==> config.mk <==
export PLATFORM = sky130hd
export DESIGN_NAME = framed_packet_receiver_crc16_core_flat
export DESIGN_NICKNAME = d
export VERILOG_FILES = /design/src/rtl/fpr_pkg.sv /design/src/rtl/fpr_if.sv /design/src/rtl/fpr_ram.sv /design/src/rtl/fpr_crc_serial.sv /design/src/rtl/fpr_pay_shift.sv /design/src/rtl/framed_packet_receiver_crc16_core.sv /design/src/flat_wrapper.sv
export SDC_FILE = /design/constraint.sdc
export NUM_CORES = 2
export LEC_CHECK = 0
export BUFFER_PORTS_ARGS = -buffer_cell sky130_fd_sc_hd__buf_2
export CAP_MARGIN = 40
export CORE_MARGIN = 2
export CORE_UTILIZATION = 45
export CTS_BUF_LIST = sky130_fd_sc_hd__clkbuf_8
export CTS_CLUSTER_DIAMETER = 30
export DETAILED_ROUTE_END_ITERATION = 16
export GPL_ROUTABILITY_DRIVEN = 0
export SKIP_CTS_REPAIR_TIMING = 1
export SYNTH_ARGS = -nofsm -noshare
export SYNTH_HDL_FRONTEND = slang
export SYNTH_SLANG_ARGS = --single-unit
==> constraint.sdc <==
create_clock -name i_clk -period 99.5 [get_ports i_clk]
set_input_delay 4.975 -clock i_clk [delete_from_list [all_inputs] [get_ports i_clk]]
set_output_delay 4.975 -clock i_clk [all_outputs]
set_load 0.1 [all_outputs]
==> src/rtl/fpr_pkg.sv <==
`timescale 1ns / 1ps
// ----------------------------------------------------------------------------
// fpr_pkg
// Shared types, constants and helpers of the framed packet receiver.
// ----------------------------------------------------------------------------
package fpr_pkg;

    localparam int HOLD_DEPTH      = 70;
    localparam int HOLD_AW         = 7;
    localparam int PAY_BYTES       = 64;
    localparam int PAY_WORDS       = 8;
    localparam int MAX_PAYLOAD_DEF = 64;
    localparam logic [7:0]  START_BYTE_RST = 8'hFA;
    localparam logic [15:0] CRC_INIT       = 16'hFFFF;
    localparam logic [15:0] CRC_POLY       = 16'hA001;
    localparam logic [6:0]  HDR_TRL_BYTES  = 7'd6;
    localparam logic [6:0]  HDR_BYTES      = 7'd4;

    typedef enum logic [3:0] {
        ST_IDLE,
        ST_FIND_RD,
        ST_FIND_CHK,
        ST_RD_A,
        ST_GET_A,
        ST_GET_C,
        ST_GET_L,
        ST_CRC_RD,
        ST_CRC_LD,
        ST_CRC_BIT,
        ST_TRL_RD,
        ST_TRL_LO,
        ST_TRL_HI,
        ST_PAD,
        ST_GOOD,
        ST_WAIT_OUT
    } t_state;

    typedef struct packed {
        logic       init;
        logic       load;
        logic       step;
        logic [7:0] din;
    } t_crc_ctl;

    typedef struct packed {
        logic       shift;
        logic [7:0] din;
    } t_pay_ctl;

    function automatic logic [HOLD_AW-1:0] f_wrap(input logic [HOLD_AW:0] s);
        logic [HOLD_AW:0] d;
        d = s - (HOLD_AW+1)'(HOLD_DEPTH);
        return (s >= (HOLD_AW+1)'(HOLD_DEPTH)) ? d[HOLD_AW-1:0] : s[HOLD_AW-1:0];
    endfunction

endpackage

==> src/rtl/fpr_if.sv <==
`timescale 1ns / 1ps
// ----------------------------------------------------------------------------
// fpr_byte_if / fpr_frame_if
// Valid/ready channels for received bytes and decoded frames.
// ----------------------------------------------------------------------------
interface fpr_byte_if;
    logic       valid;
    logic       ready;
    logic [7:0] rx_byte;
    modport source (output valid, output rx_byte, input ready);
    modport sink   (input valid, input rx_byte, output ready);
endinterface

interface fpr_frame_if;
    logic        valid;
    logic        ready;
    logic [7:0]  frame_address;
    logic [7:0]  frame_command;
    logic [6:0]  payload_length;
    logic [63:0] payload_word_0;
    logic [63:0] payload_word_1;
    logic [63:0] payload_word_2;
    logic [63:0] payload_word_3;
    logic [63:0] payload_word_4;
    logic [63:0] payload_word_5;
    logic [63:0] payload_word_6;
    logic [63:0] payload_word_7;
    logic        last_frame;
    modport source (output valid, output frame_address, output frame_command,
                    output payload_length, output payload_word_0, output payload_word_1,
                    output payload_word_2, output payload_word_3, output payload_word_4,
                    output payload_word_5, output payload_word_6, output payload_word_7,
                    output last_frame, input ready);
    modport sink   (input valid, input frame_address, input frame_command,
                    input payload_length, input payload_word_0, input payload_word_1,
                    input payload_word_2, input payload_word_3, input payload_word_4,
                    input payload_word_5, input payload_word_6, input payload_word_7,
                    input last_frame, output ready);
endinterface

==> src/rtl/fpr_ram.sv <==
`timescale 1ns / 1ps
// ----------------------------------------------------------------------------
// fpr_ram
// Generic single-write, single-read RAM with registered read data.
// ----------------------------------------------------------------------------
module fpr_ram #(
    parameter int WIDTH = 8,
    parameter int DEPTH = 70
) (
    input  logic                     i_clk,
    input  logic                     i_we,
    input  logic [$clog2(DEPTH)-1:0] i_waddr,
    input  logic [WIDTH-1:0]         i_wdata,
    input  logic [$clog2(DEPTH)-1:0] i_raddr,
    output logic [WIDTH-1:0]         o_rdata
);
    logic [WIDTH-1:0] r_mem [DEPTH];
    logic [WIDTH-1:0] r_rdata;

    always_ff @(posedge i_clk) begin
        if (i_we) begin
            r_mem[i_waddr] <= i_wdata;
        end
        r_rdata <= r_mem[i_raddr];
    end

    assign o_rdata = r_rdata;
endmodule

==> src/rtl/fpr_crc_serial.sv <==
`timescale 1ns / 1ps
// ----------------------------------------------------------------------------
// fpr_crc_serial
// Bit-serial CRC-16/MODBUS: load xors a byte, each step shifts one bit.
// ----------------------------------------------------------------------------
module fpr_crc_serial
    import fpr_pkg::*;
(
    input  logic        i_clk,
    input  t_crc_ctl    i_ctl,
    output logic [15:0] o_crc
);
    logic [15:0] r_crc;
    logic [15:0] n_crc;

    always_comb begin
        n_crc = r_crc;
        if (i_ctl.init) begin
            n_crc = CRC_INIT;
        end else if (i_ctl.load) begin
            n_crc = r_crc ^ {8'd0, i_ctl.din};
        end else if (i_ctl.step) begin
            n_crc = r_crc[0] ? ((r_crc >> 1) ^ CRC_POLY) : (r_crc >> 1);
        end
    end

    always_ff @(posedge i_clk) begin
        r_crc <= n_crc;
    end

    assign o_crc = r_crc;
endmodule

==> src/rtl/fpr_pay_shift.sv <==
`timescale 1ns / 1ps
// ----------------------------------------------------------------------------
// fpr_pay_shift
// Payload byte shift register; bytes enter at the top and move down.
// ----------------------------------------------------------------------------
module fpr_pay_shift
    import fpr_pkg::*;
(
    input  logic                   i_clk,
    input  t_pay_ctl               i_ctl,
    output logic [PAY_BYTES*8-1:0] o_pay
);
    logic [PAY_BYTES*8-1:0] r_pay;

    always_ff @(posedge i_clk) begin
        if (i_ctl.shift) begin
            r_pay <= {i_ctl.din, r_pay[PAY_BYTES*8-1:8]};
        end
    end

    assign o_pay = r_pay;
endmodule

==> src/rtl/framed_packet_receiver_crc16_core.sv <==
`timescale 1ns / 1ps
// ----------------------------------------------------------------------------
// framed_packet_receiver_crc16_core
// Start-byte framed packet parser with CRC-16/MODBUS check.
// ----------------------------------------------------------------------------
// i_rx carries one received byte per transaction; it is ready only while the
// parser is idle. Each byte is stored in a 70-entry circular buffer, then
// the buffer is scanned: bytes before the start byte are dropped, the header
// is read, and the CRC runs bit-serially over each byte. Payload bytes
// shift into a 64-byte register as they pass the CRC, zeros fill the rest,
// and a good frame goes out on o_frm; last_frame marks the final frame
// caused by one input byte.
// A bad CRC or an oversize length drops the start byte and the scan
// resumes. Speed is set by the single read port of the buffer and the
// one-bit CRC step.
// o_frm is a register: a frame waits there while scanning goes on, and the
// parser stalls only when a second frame is ready before the first is taken.
// i_cfg_we writes the start byte; write it only while idle.
// Reset (i_rst_n low, synchronous) empties the buffer, clears o_frm.valid and
// sets the start byte to 0xFA; no clearing pass is needed.
// ----------------------------------------------------------------------------
module framed_packet_receiver_crc16_core
    import fpr_pkg::*;
#(
    parameter int MAX_PAYLOAD = MAX_PAYLOAD_DEF
) (
    input  logic       i_clk,
    input  logic       i_rst_n,
    input  logic       i_cfg_we,
    input  logic [7:0] i_cfg_wdata,
    fpr_byte_if.sink    i_rx,
    fpr_frame_if.source o_frm
);
    localparam logic [7:0] LP_MAX = 8'(MAX_PAYLOAD);

    t_state r_state, n_state;
    logic [HOLD_AW-1:0] r_head, n_head;
    logic [HOLD_AW-1:0] r_count, n_count;
    logic [HOLD_AW-1:0] r_off, n_off;
    logic [2:0]  r_bit, n_bit;
    logic [7:0]  r_addr, n_addr;
    logic [7:0]  r_cmd, n_cmd;
    logic [7:0]  r_len, n_len;
    logic [7:0]  r_lo, n_lo;
    logic [6:0]  r_pad, n_pad;
    logic        r_pend, n_pend;
    logic [7:0]  r_start;

    logic [7:0]  r_o_addr, r_o_cmd;
    logic [6:0]  r_o_len;
    logic [PAY_BYTES*8-1:0] r_o_pay;
    logic        r_o_valid, n_o_valid;
    logic        r_o_last, n_o_last;
    logic        w_copy;

    logic              w_acc;
    logic              w_we;
    logic [HOLD_AW-1:0] w_waddr;
    logic [HOLD_AW-1:0] w_raddr;
    logic [7:0]        w_rdata;
    logic [15:0]       w_crc;
    logic [PAY_BYTES*8-1:0] w_pay;
    t_crc_ctl          w_crc_ctl;
    t_pay_ctl          w_pay_ctl;
    logic [6:0]        w_need;
    logic              w_drop1;

    assign w_acc   = i_rx.valid && i_rx.ready;
    assign w_need  = r_len[6:0] + HDR_TRL_BYTES;
    assign w_raddr = f_wrap({1'b0, r_head} + {1'b0, r_off});
    assign w_we    = w_acc;
    assign w_waddr = (r_count == HOLD_AW'(HOLD_DEPTH)) ? r_head
                   : f_wrap({1'b0, r_head} + {1'b0, r_count});

    fpr_ram #(.WIDTH(8), .DEPTH(HOLD_DEPTH)) u_hold (
        .i_clk   (i_clk),
        .i_we    (w_we),
        .i_waddr (w_waddr),
        .i_wdata (i_rx.rx_byte),
        .i_raddr (w_raddr),
        .o_rdata (w_rdata)
    );

    fpr_crc_serial u_crc (
        .i_clk (i_clk),
        .i_ctl (w_crc_ctl),
        .o_crc (w_crc)
    );

    fpr_pay_shift u_pay (
        .i_clk (i_clk),
        .i_ctl (w_pay_ctl),
        .o_pay (w_pay)
    );

    // next state
    always_comb begin
        n_state = r_state;
        case (r_state)
            ST_IDLE:     if (w_acc) n_state = ST_FIND_RD;
            ST_FIND_RD:  n_state = (r_count == '0) ? ST_IDLE : ST_FIND_CHK;
            ST_FIND_CHK: begin
                if (w_rdata != r_start) begin
                    n_state = ST_FIND_RD;
                end else if (r_count < HDR_TRL_BYTES) begin
                    n_state = ST_IDLE;
                end else begin
                    n_state = ST_RD_A;
                end
            end
            ST_RD_A:     n_state = ST_GET_A;
            ST_GET_A:    n_state = ST_GET_C;
            ST_GET_C:    n_state = ST_GET_L;
            ST_GET_L: begin
                if (w_rdata > LP_MAX) begin
                    n_state = ST_FIND_RD;
                end else if (r_count < (w_rdata[6:0] + HDR_TRL_BYTES)) begin
                    n_state = ST_IDLE;
                end else begin
                    n_state = ST_CRC_RD;
                end
            end
            ST_CRC_RD:   n_state = ST_CRC_LD;
            ST_CRC_LD:   n_state = ST_CRC_BIT;
            ST_CRC_BIT: begin
                if (r_bit == 3'd7) begin
                    n_state = (r_off == r_len[6:0] + 7'd3) ? ST_TRL_RD : ST_CRC_RD;
                end
            end
            ST_TRL_RD:   n_state = ST_TRL_LO;
            ST_TRL_LO:   n_state = ST_TRL_HI;
            ST_TRL_HI:   n_state = ({w_rdata, r_lo} == w_crc) ? ST_PAD : ST_FIND_RD;
            ST_PAD:      if (r_pad == '0) n_state = ST_GOOD;
            ST_GOOD:     n_state = ST_WAIT_OUT;
            ST_WAIT_OUT: if (!r_o_valid) n_state = ST_FIND_RD;
            default:     n_state = ST_IDLE;
        endcase
    end

    // outputs and datapath
    always_comb begin
        i_rx.ready    = (r_state == ST_IDLE);
        w_crc_ctl     = '{init: 1'b0, load: 1'b0, step: 1'b0, din: w_rdata};
        w_pay_ctl     = '{shift: 1'b0, din: w_rdata};
        w_drop1       = 1'b0;
        w_copy        = 1'b0;
        n_head        = r_head;
        n_count       = r_count;
        n_off         = r_off;
        n_bit         = r_bit;
        n_addr        = r_addr;
        n_cmd         = r_cmd;
        n_len         = r_len;
        n_lo          = r_lo;
        n_pad         = r_pad;
        n_pend        = r_pend;
        n_o_valid     = r_o_valid && !o_frm.ready;
        n_o_last      = r_o_last;
        case (r_state)
            ST_IDLE: begin
                if (w_acc) begin
                    n_off = '0;
                    if (r_count == HOLD_AW'(HOLD_DEPTH)) begin
                        n_head = f_wrap({1'b0, r_head} + 8'd1);
                    end else begin
                        n_count = r_count + 7'd1;
                    end
                end
                if (r_pend) begin
                    n_o_valid = 1'b1;
                    n_o_last  = 1'b1;
                    n_pend    = 1'b0;
                end
            end
            ST_FIND_CHK: begin
                if (w_rdata != r_start) begin
                    w_drop1 = 1'b1;
                end else begin
                    n_off = 7'd1;
                end
            end
            ST_RD_A: n_off = 7'd2;
            ST_GET_A: begin
                n_addr = w_rdata;
                n_off  = 7'd3;
            end
            ST_GET_C: n_cmd = w_rdata;
            ST_GET_L: begin
                n_len = w_rdata;
                n_off = '0;
                w_crc_ctl.init = 1'b1;
                if (w_rdata > LP_MAX) begin
                    w_drop1 = 1'b1;
                end
            end
            ST_CRC_LD: begin
                w_crc_ctl.load  = 1'b1;
                w_pay_ctl.shift = (r_off >= HDR_BYTES);
                n_bit = '0;
            end
            ST_CRC_BIT: begin
                w_crc_ctl.step = 1'b1;
                n_bit = r_bit + 3'd1;
                if (r_bit == 3'd7) begin
                    n_off = r_off + 7'd1;
                end
            end
            ST_TRL_RD: n_off = r_off + 7'd1;
            ST_TRL_LO: n_lo = w_rdata;
            ST_TRL_HI: begin
                n_pad = 7'(PAY_BYTES) - r_len[6:0];
                if ({w_rdata, r_lo} != w_crc) begin
                    w_drop1 = 1'b1;
                end
            end
            ST_PAD: begin
                if (r_pad != '0) begin
                    w_pay_ctl.shift = 1'b1;
                    w_pay_ctl.din   = 8'd0;
                    n_pad = r_pad - 7'd1;
                end
            end
            ST_GOOD: begin
                n_head  = f_wrap({1'b0, r_head} + {1'b0, w_need});
                n_count = r_count - w_need;
                if (r_pend) begin
                    n_o_valid = 1'b1;
                    n_o_last  = 1'b0;
                    n_pend    = 1'b0;
                end
            end
            ST_WAIT_OUT: begin
                if (!r_o_valid) begin
                    w_copy = 1'b1;
                    n_pend = 1'b1;
                    n_off  = '0;
                end
            end
            default: begin
            end
        endcase
        if (w_drop1) begin
            n_head  = f_wrap({1'b0, r_head} + 8'd1);
            n_count = r_count - 7'd1;
            n_off   = '0;
        end
        if (r_state == ST_FIND_RD && r_count == '0 && r_pend) begin
            n_o_valid = 1'b1;
            n_o_last  = 1'b1;
            n_pend    = 1'b0;
        end
    end

    always_ff @(posedge i_clk) begin
        if (!i_rst_n) begin
            r_state   <= ST_IDLE;
            r_head    <= '0;
            r_count   <= '0;
            r_pend    <= 1'b0;
            r_o_valid <= 1'b0;
            r_o_last  <= 1'b0;
            r_start   <= START_BYTE_RST;
        end else begin
            r_state   <= n_state;
            r_head    <= n_head;
            r_count   <= n_count;
            r_pend    <= n_pend;
            r_o_valid <= n_o_valid;
            r_o_last  <= n_o_last;
            if (i_cfg_we) begin
                r_start <= i_cfg_wdata;
            end
        end
    end

    always_ff @(posedge i_clk) begin
        r_off  <= n_off;
        r_bit  <= n_bit;
        r_addr <= n_addr;
        r_cmd  <= n_cmd;
        r_len  <= n_len;
        r_lo   <= n_lo;
        r_pad  <= n_pad;
        if (w_copy) begin
            r_o_addr <= r_addr;
            r_o_cmd  <= r_cmd;
            r_o_len  <= r_len[6:0];
            r_o_pay  <= w_pay;
        end
    end

    assign o_frm.valid          = r_o_valid;
    assign o_frm.frame_address  = r_o_addr;
    assign o_frm.frame_command  = r_o_cmd;
    assign o_frm.payload_length = r_o_len;
    assign o_frm.payload_word_0 = r_o_pay[63:0];
    assign o_frm.payload_word_1 = r_o_pay[127:64];
    assign o_frm.payload_word_2 = r_o_pay[191:128];
    assign o_frm.payload_word_3 = r_o_pay[255:192];
    assign o_frm.payload_word_4 = r_o_pay[319:256];
    assign o_frm.payload_word_5 = r_o_pay[383:320];
    assign o_frm.payload_word_6 = r_o_pay[447:384];
    assign o_frm.payload_word_7 = r_o_pay[511:448];
    assign o_frm.last_frame     = r_o_last;
endmodule
==> src/flat_wrapper.sv <==
// flat-port wrapper written by rule: the top's interface ports become plain ports
module framed_packet_receiver_crc16_core_flat import fpr_pkg::*;
#(
    parameter int MAX_PAYLOAD = MAX_PAYLOAD_DEF
)
  (i_clk, i_rst_n, i_cfg_we, i_cfg_wdata, i_rx_valid, i_rx_rx_byte, i_rx_ready, o_frm_valid, o_frm_frame_address, o_frm_frame_command, o_frm_payload_length, o_frm_payload_word_0, o_frm_payload_word_1, o_frm_payload_word_2, o_frm_payload_word_3, o_frm_payload_word_4, o_frm_payload_word_5, o_frm_payload_word_6, o_frm_payload_word_7, o_frm_last_frame, o_frm_ready);
  fpr_byte_if i_rx_i ();
  fpr_frame_if o_frm_i ();
  input  logic i_clk;
  input  logic i_rst_n;
  input  logic i_cfg_we;
  input  logic [7:0] i_cfg_wdata;
  input wire logic [$bits(i_rx_i.valid)-1:0] i_rx_valid;
  input wire logic [$bits(i_rx_i.rx_byte)-1:0] i_rx_rx_byte;
  output wire logic [$bits(i_rx_i.ready)-1:0] i_rx_ready;
  output wire logic [$bits(o_frm_i.valid)-1:0] o_frm_valid;
  output wire logic [$bits(o_frm_i.frame_address)-1:0] o_frm_frame_address;
  output wire logic [$bits(o_frm_i.frame_command)-1:0] o_frm_frame_command;
  output wire logic [$bits(o_frm_i.payload_length)-1:0] o_frm_payload_length;
  output wire logic [$bits(o_frm_i.payload_word_0)-1:0] o_frm_payload_word_0;
  output wire logic [$bits(o_frm_i.payload_word_1)-1:0] o_frm_payload_word_1;
  output wire logic [$bits(o_frm_i.payload_word_2)-1:0] o_frm_payload_word_2;
  output wire logic [$bits(o_frm_i.payload_word_3)-1:0] o_frm_payload_word_3;
  output wire logic [$bits(o_frm_i.payload_word_4)-1:0] o_frm_payload_word_4;
  output wire logic [$bits(o_frm_i.payload_word_5)-1:0] o_frm_payload_word_5;
  output wire logic [$bits(o_frm_i.payload_word_6)-1:0] o_frm_payload_word_6;
  output wire logic [$bits(o_frm_i.payload_word_7)-1:0] o_frm_payload_word_7;
  output wire logic [$bits(o_frm_i.last_frame)-1:0] o_frm_last_frame;
  input wire logic [$bits(o_frm_i.ready)-1:0] o_frm_ready;
  assign i_rx_i.valid = i_rx_valid;
  assign i_rx_i.rx_byte = i_rx_rx_byte;
  assign i_rx_ready = i_rx_i.ready;
  assign o_frm_valid = o_frm_i.valid;
  assign o_frm_frame_address = o_frm_i.frame_address;
  assign o_frm_frame_command = o_frm_i.frame_command;
  assign o_frm_payload_length = o_frm_i.payload_length;
  assign o_frm_payload_word_0 = o_frm_i.payload_word_0;
  assign o_frm_payload_word_1 = o_frm_i.payload_word_1;
  assign o_frm_payload_word_2 = o_frm_i.payload_word_2;
  assign o_frm_payload_word_3 = o_frm_i.payload_word_3;
  assign o_frm_payload_word_4 = o_frm_i.payload_word_4;
  assign o_frm_payload_word_5 = o_frm_i.payload_word_5;
  assign o_frm_payload_word_6 = o_frm_i.payload_word_6;
  assign o_frm_payload_word_7 = o_frm_i.payload_word_7;
  assign o_frm_last_frame = o_frm_i.last_frame;
  assign o_frm_i.ready = o_frm_ready;
  framed_packet_receiver_crc16_core #(.MAX_PAYLOAD(MAX_PAYLOAD)) u_core (.i_clk(i_clk), .i_rst_n(i_rst_n), .i_cfg_we(i_cfg_we), .i_cfg_wdata(i_cfg_wdata), .i_rx(i_rx_i), .o_frm(o_frm_i));
endmodule
### After elaboration in Yosys (flattened, before gate mapping)

Memory sizes are Yosys's and may differ from the RTL's. A register that Yosys moved wholly into a read port is not among the register bits.
Index checks and enable logic that the tools add are counted.
W data, S select, Z words.

| cells by class | value |
|---|---|
| bitwise operators | 3 |
| multiplexer cells | 59 |
| add/sub/neg operators | 18 |
| eq/ne operators | 32 |
| magnitude comparators | 8 |
| reductions and logical operators | 25 |

Operator list:

| cell | number |
|---|---|
| $mux W7 | 16 |
| $pmux W4 S16 | 1 |
| $pmux W7 S8 | 1 |
| $mux W16 | 3 |
| $pmux W7 S2 | 3 |
| $eq A4 B4 Y1 const B | 8 |
| $ge A8 B7 Y1 const B | 4 |
| $mux W4 | 8 |
| $sub A7 B7 Y7 const B | 4 |
| $add A7 B7 Y8 | 3 |
| $mux W1 | 17 |
| $eq A16 B16 Y1 | 1 |
| $eq A4 B3 Y1 const B | 4 |
| $ne A16 B16 Y1 | 1 |
| $xor A16 B8 Y16 | 1 |
| $add A7 B1 Y7 const B | 2 |
| $add A7 B3 Y7 const B | 2 |
| $logic_not A7 Y1 | 2 |
| $sub A7 B1 Y7 const B | 2 |
| $ne A3 B3 Y1 const B | 4 |
| $mux W9 | 1 |
| $reduce_and A3 Y1 | 3 |
| $add A7 B1 Y8 const B | 1 |
| $eq A4 B2 Y1 const B | 2 |
| other kinds (35) | 51 |

| storage, ports and cells | value |
|---|---|
| RAM bits | 560 |
| memories kept | 1 |
| bits in registers | 1140 |
| input port bits | 21 |

Memories:

| memory | depth | width | rd ports | clocked after Yosys merged registers in | wr ports | RTL line | text |
|---|---|---|---|---|---|---|---|
| u_core.u_hold.r_mem | 70 | 8 | 1 | 1 | 1 | fpr_ram.sv:17 | `logic [WIDTH-1:0] r_mem [DEPTH];` |

### Longest topological paths before layout

| logic depth | value |
|---|---|
| word-level depth | 7 |
| mapped depth | 18 |

### Cells and area by module

From an unflattened synthesis, not the netlist that was laid out.

| second synthesis, totals | value |
|---|---|
| cell total of the unflattened synthesis | 2904 |
| area total of the unflattened synthesis | 60575.6 sq um |

By module, submodules not included:

| module | instances | cells an instance | area an instance (sq um) |
|---|---|---|---|
| framed_packet_receiver_crc16_core | 1 | 1270 | 22450.3 |
| fpr_ram | 1 | 1034 | 22004.9 |
| fpr_pay_shift | 1 | 512 | 15374.7 |
| fpr_crc_serial | 1 | 88 | 745.7 |

### Worst setup path before layout

OpenSTA, ideal clock, no wires.

| path | value |
|---|---|
| path kind | register to register |
| from | register u_core.r_state[2] |
| to | register u_core.u_pay.r_pay[0] (netlist: u_core.u_pay.o_pay[0]) (enable) |
| period minus slack after synthesis | 38.955 ns |
| buffers on the path | 3 |
| arrival | 36.858 ns |
| setup slack | 60.545 ns |
| library setup time | 2.096 ns |
| cell stages (with the launch flop) | 7 |
| cell sequence | dfxtp_1 > clkbuf_1 > and2_1 > clkbuf_1 > nand2_1 > clkbuf_1 > o21ai_0 |

RTL lines:

| item | RTL line | text |
|---|---|---|
| start, declared | framed_packet_receiver_crc16_core.sv:36 | `t_state r_state, n_state;` |
| start signal, assigned | framed_packet_receiver_crc16_core.sv:264 | `r_state <= n_state;` |
| end signal, assigned | fpr_pay_shift.sv:17 | `r_pay <= {i_ctl.din, r_pay[PAY_BYTES*8-1:8]};` |
| end, declared | fpr_pay_shift.sv:13 | `logic [PAY_BYTES*8-1:0] r_pay;` |

### Worst setup path after layout

| path | value |
|---|---|
| from | register u_core.r_state[1] |
| to | output i_rx_ready |

| on the way | value |
|---|---|
| word-level cells in the longest chain between the ends | 1 |

RTL lines:

| item | RTL line | text |
|---|---|---|
| $logic_not A4 Y1 | framed_packet_receiver_crc16_core.sv:142 | `i_rx.ready = (r_state == ST_IDLE);` |
| end, declared | flat_wrapper.sv:15 | `output wire logic [$bits(i_rx_i.ready)-1:0] i_rx_ready;` |

No other way between the ends.

==> out/metrics.cfg <==
[clocking]
cts_max_path_buffers = 4
cts-root-buf = clkbuf_8
numCtsBuffers = 341
clock_sinks = 1708
htree_levels = 5
clk_pin_slew_ns = 0.06
cts_tree = built
clock_latency_ns = 1.00

[pwr]
p_clk_frac = 0.447
sw_frac_of_total = 0.225
power_switching_w = 0.000368
combPwrFrac = 0.067
p_per_area_nw_per_um2 = 22.2
peakVddDrop_v = 0.0000142
p_int_w = 0.00126
p_leak_nw = 24.2
power_w = 0.00163
seqPwrFrac = 0.486

[synth]
synth_warnings = 0
yosysUniqueCellTypes = 83
synth_top_cell_by_area = edfxtp_1
ys_seq_area_frac = 0.832
syn_area_per_cell_um2 = 19.8
yosys-top-cells-area = edfxtp_1 (81%), mux4_2 (3.7%), dfxtp_1 (2.0%)
synth.top_cell.area_share = 0.813
synthFlopType = edfxtp_1
synth_nets = 3148
async_flop_share = 0
synth-edff-count = 1648
synth_seq_cells = 1708
synthCells = 3072
netlist_area_um2 = 60900

[sta]
tightest_slew_ns = 1.20
drv_slew = 0
slew-limit-headroom = 0.198
setup_viol = 0
clock_skew_ns = 0.0866
max_freq_mhz = 128
finalSetupTns_ns = 0
rsz0062_at_grt = no
hold_viol_final = 0
fin_crit_sh = 0.0787
period_minus_slack_ns = 7.83

[detailed_routing]
remaining_drc_errors = 0
viasPerCell = 5.30
wl_per_cell_um = 24.0
detail-route-antenna-nets = 0
dr.pass1.iters = 5
drt-total-wl_um = 143000
vias = 31548
drtIter0Drc = 3440

[floorplan]
dieArea_um2 = 138000
start_util = 0.455
die_width_um = 372
rows = 134
io_pins = 559
die_h_um = 372
core_area_um2 = 134000

[setup_path]
cp-end-kind = primary output
crit_type = flop to primary output
crit_fanout = 23
crit_arrival_ns = 2.85
critPathRequiredTime_ns = 94.53
critPathLaunchType = flop

[global_route]
grt_max_degree = 196
grt_use_total = 0.202
overflow = 0
grt_antenna_before_repair = 4
first_global_vias = 31145
grt_pass1_wl_um = 205000

[layout]
fin_nets = 4016
area_delta_synth_final_pct = 20.5
finish.utilization = 0.548
drive_gt1_frac = 0.294

[hold_path]
hold_path_class = flop to flop

[placement]
hpwl_um = 94800
io_buffers = 558

[job]
maxCapViolations = 0

[status]
status = finished clean

## flip-flops by register name, indices dropped and copies added (netlist names)
register	cells
u_core.o_frm.frame_command	8
u_core.r_o_pay	512
u_core.o_frm.payload_length	7
u_core.r_count	7
u_core.r_cmd	8
u_core.r_off	7
u_core.o_frm.valid	1
u_core.o_frm.frame_address	8
u_core.r_bit	3
u_core.r_state	4
u_core.u_hold.r_mem	560
u_core.r_pad	7
u_core.r_addr	8
u_core.u_crc.o_crc	16
u_core.r_len	7
u_core.r_start	8
u_core.u_hold.o_rdata	8
u_core.u_pay.o_pay	512
u_core.o_frm.last_frame	1
u_core.r_pend	1
u_core.r_lo	8
u_core.r_head	7
## cells in the mapped netlist, drive strengths merged, types with 33 or more instances
cell	number
a21oi	88
buf	33
clkbuf	59
dfxtp	60
edfxtp	1648
ha	51
mux2i	48
mux4	109
nand2	144
nand3	44
nor2	198
nor3	39
o21ai	80
o22ai	62
xnor2	45
xor2	42
## stage by stage
stage,std cells,area (µm²),setup WS (ns),hold WS [ns]
final,5958,73400,91.67,0.366
after global routing,5957,73400,91.51,0.367
after global placement,5336,65800,92.02,0.401
after detailed placement,5365,66300,92.31,0.405
after floorplan,3072,60900,60.55,0.400
after CTS,5955,73400,91.62,0.352
## critical path: stages, from the launching register on
cell	delay [ns]
dfxtp_1	0.56
nor2_1	0.31
nand2_1	0.16
inv_1	0.34
buf_2	0.53
## worst paths after layout
check                                                  startpoint                                end  slack, ns  cells past startpoint
worst max-delay path               u_core.r_state[1]$_SDFFE_PN0P_                         i_rx_ready      91.67                      4
worst min-delay path            u_core.u_pay.o_pay[406]$_DFFE_PP_  u_core.u_pay.o_pay[398]$_DFFE_PP_       0.37                      0
worst max register to register     u_core.r_state[2]$_SDFFE_PN0P_      u_core.r_o_pay[164]$_DFFE_PP_      93.92                      9
worst min register to register  u_core.u_pay.o_pay[406]$_DFFE_PP_  u_core.u_pay.o_pay[398]$_DFFE_PP_       0.37                      0
## power by group through the flow
stage	clock network [W]	logic [W]	registers, W
6_report	0.000729	0.000110	0.000793
4_1_cts	0.000747	0.000109	0.000794
3_5_place_dp	0	0.000109	0.000808
2_1_floorplan	0	0.0000724	0.000806
5_1_grt	0.000782	0.000118	0.000793
3_3_place_gp	0	0.000106	0.000808
## kinds of logic after synthesis
family / share of synthesized area
AOI/OAI and AO/OA: 0.0424
xor gates and xnor gates: 0.0128
muxes: 0.0508
DFF: 0.832
and+or+nand+nor: 0.0405
adders and majority gates: 0.0118
buffers and inverters: 0.00941
## cell type report
| class | instances | area [µm²] |
|---|---|---|
| Timing Repair Buffer | 617 | 3630 |
| Clock buffer | 345 | 4750 |
| Multi-Input combinational cell | 1244 | 9690 |
| Sequential cell | 1708 | 50700 |
| Fill cell | 10335 | 60600 |
| Clock inverter | 245 | 2300 |
| Tap cell | 1768 | 2210 |
| Antenna cell | 3 | 7.51 |
| Inverter | 28 | 105 |
## placed cells by master (no fill, tap or decap), types with 8 or more instances in the layout
master / instances
edfxtp_1: 1648
buf_2: 556
clkbuf_8: 345
nor2_1: 197
nand2_1: 144
mux4_2: 100
a21oi_1: 86
inv_1: 80
o21ai_0: 77
o22ai_1: 62
dfxtp_1: 60
clkinv_1: 57
ha_1: 50
mux2i_1: 47
clkinv_2: 45
nand3_1: 44
xnor2_1: 44
xor2_1: 42
bufinv_16: 42
nor3_1: 38
buf_4: 36
a21o_1: 27
clkinvlp_4: 26
a22oi_1: 22
a211oi_1: 20
nand4_1: 19
nor2b_1: 17
o211ai_1: 17
nor4_1: 16
clkinv_4: 15
buf_16: 14
nand2b_1: 13
or3_1: 12
mux2_2: 10
o2111ai_1: 9
mux4_1: 9
o221ai_1: 9
and3_1: 8
## metal layers
metal / part of all wire / GRT usage
met1: 0.41 / 0.265
met2: 0.49 / 0.327
met3: 0.081 / 0.0583
met4: 0.024 / 0.0662
met5: 0.000091 / 0
(Power assumes the default switching activity.)
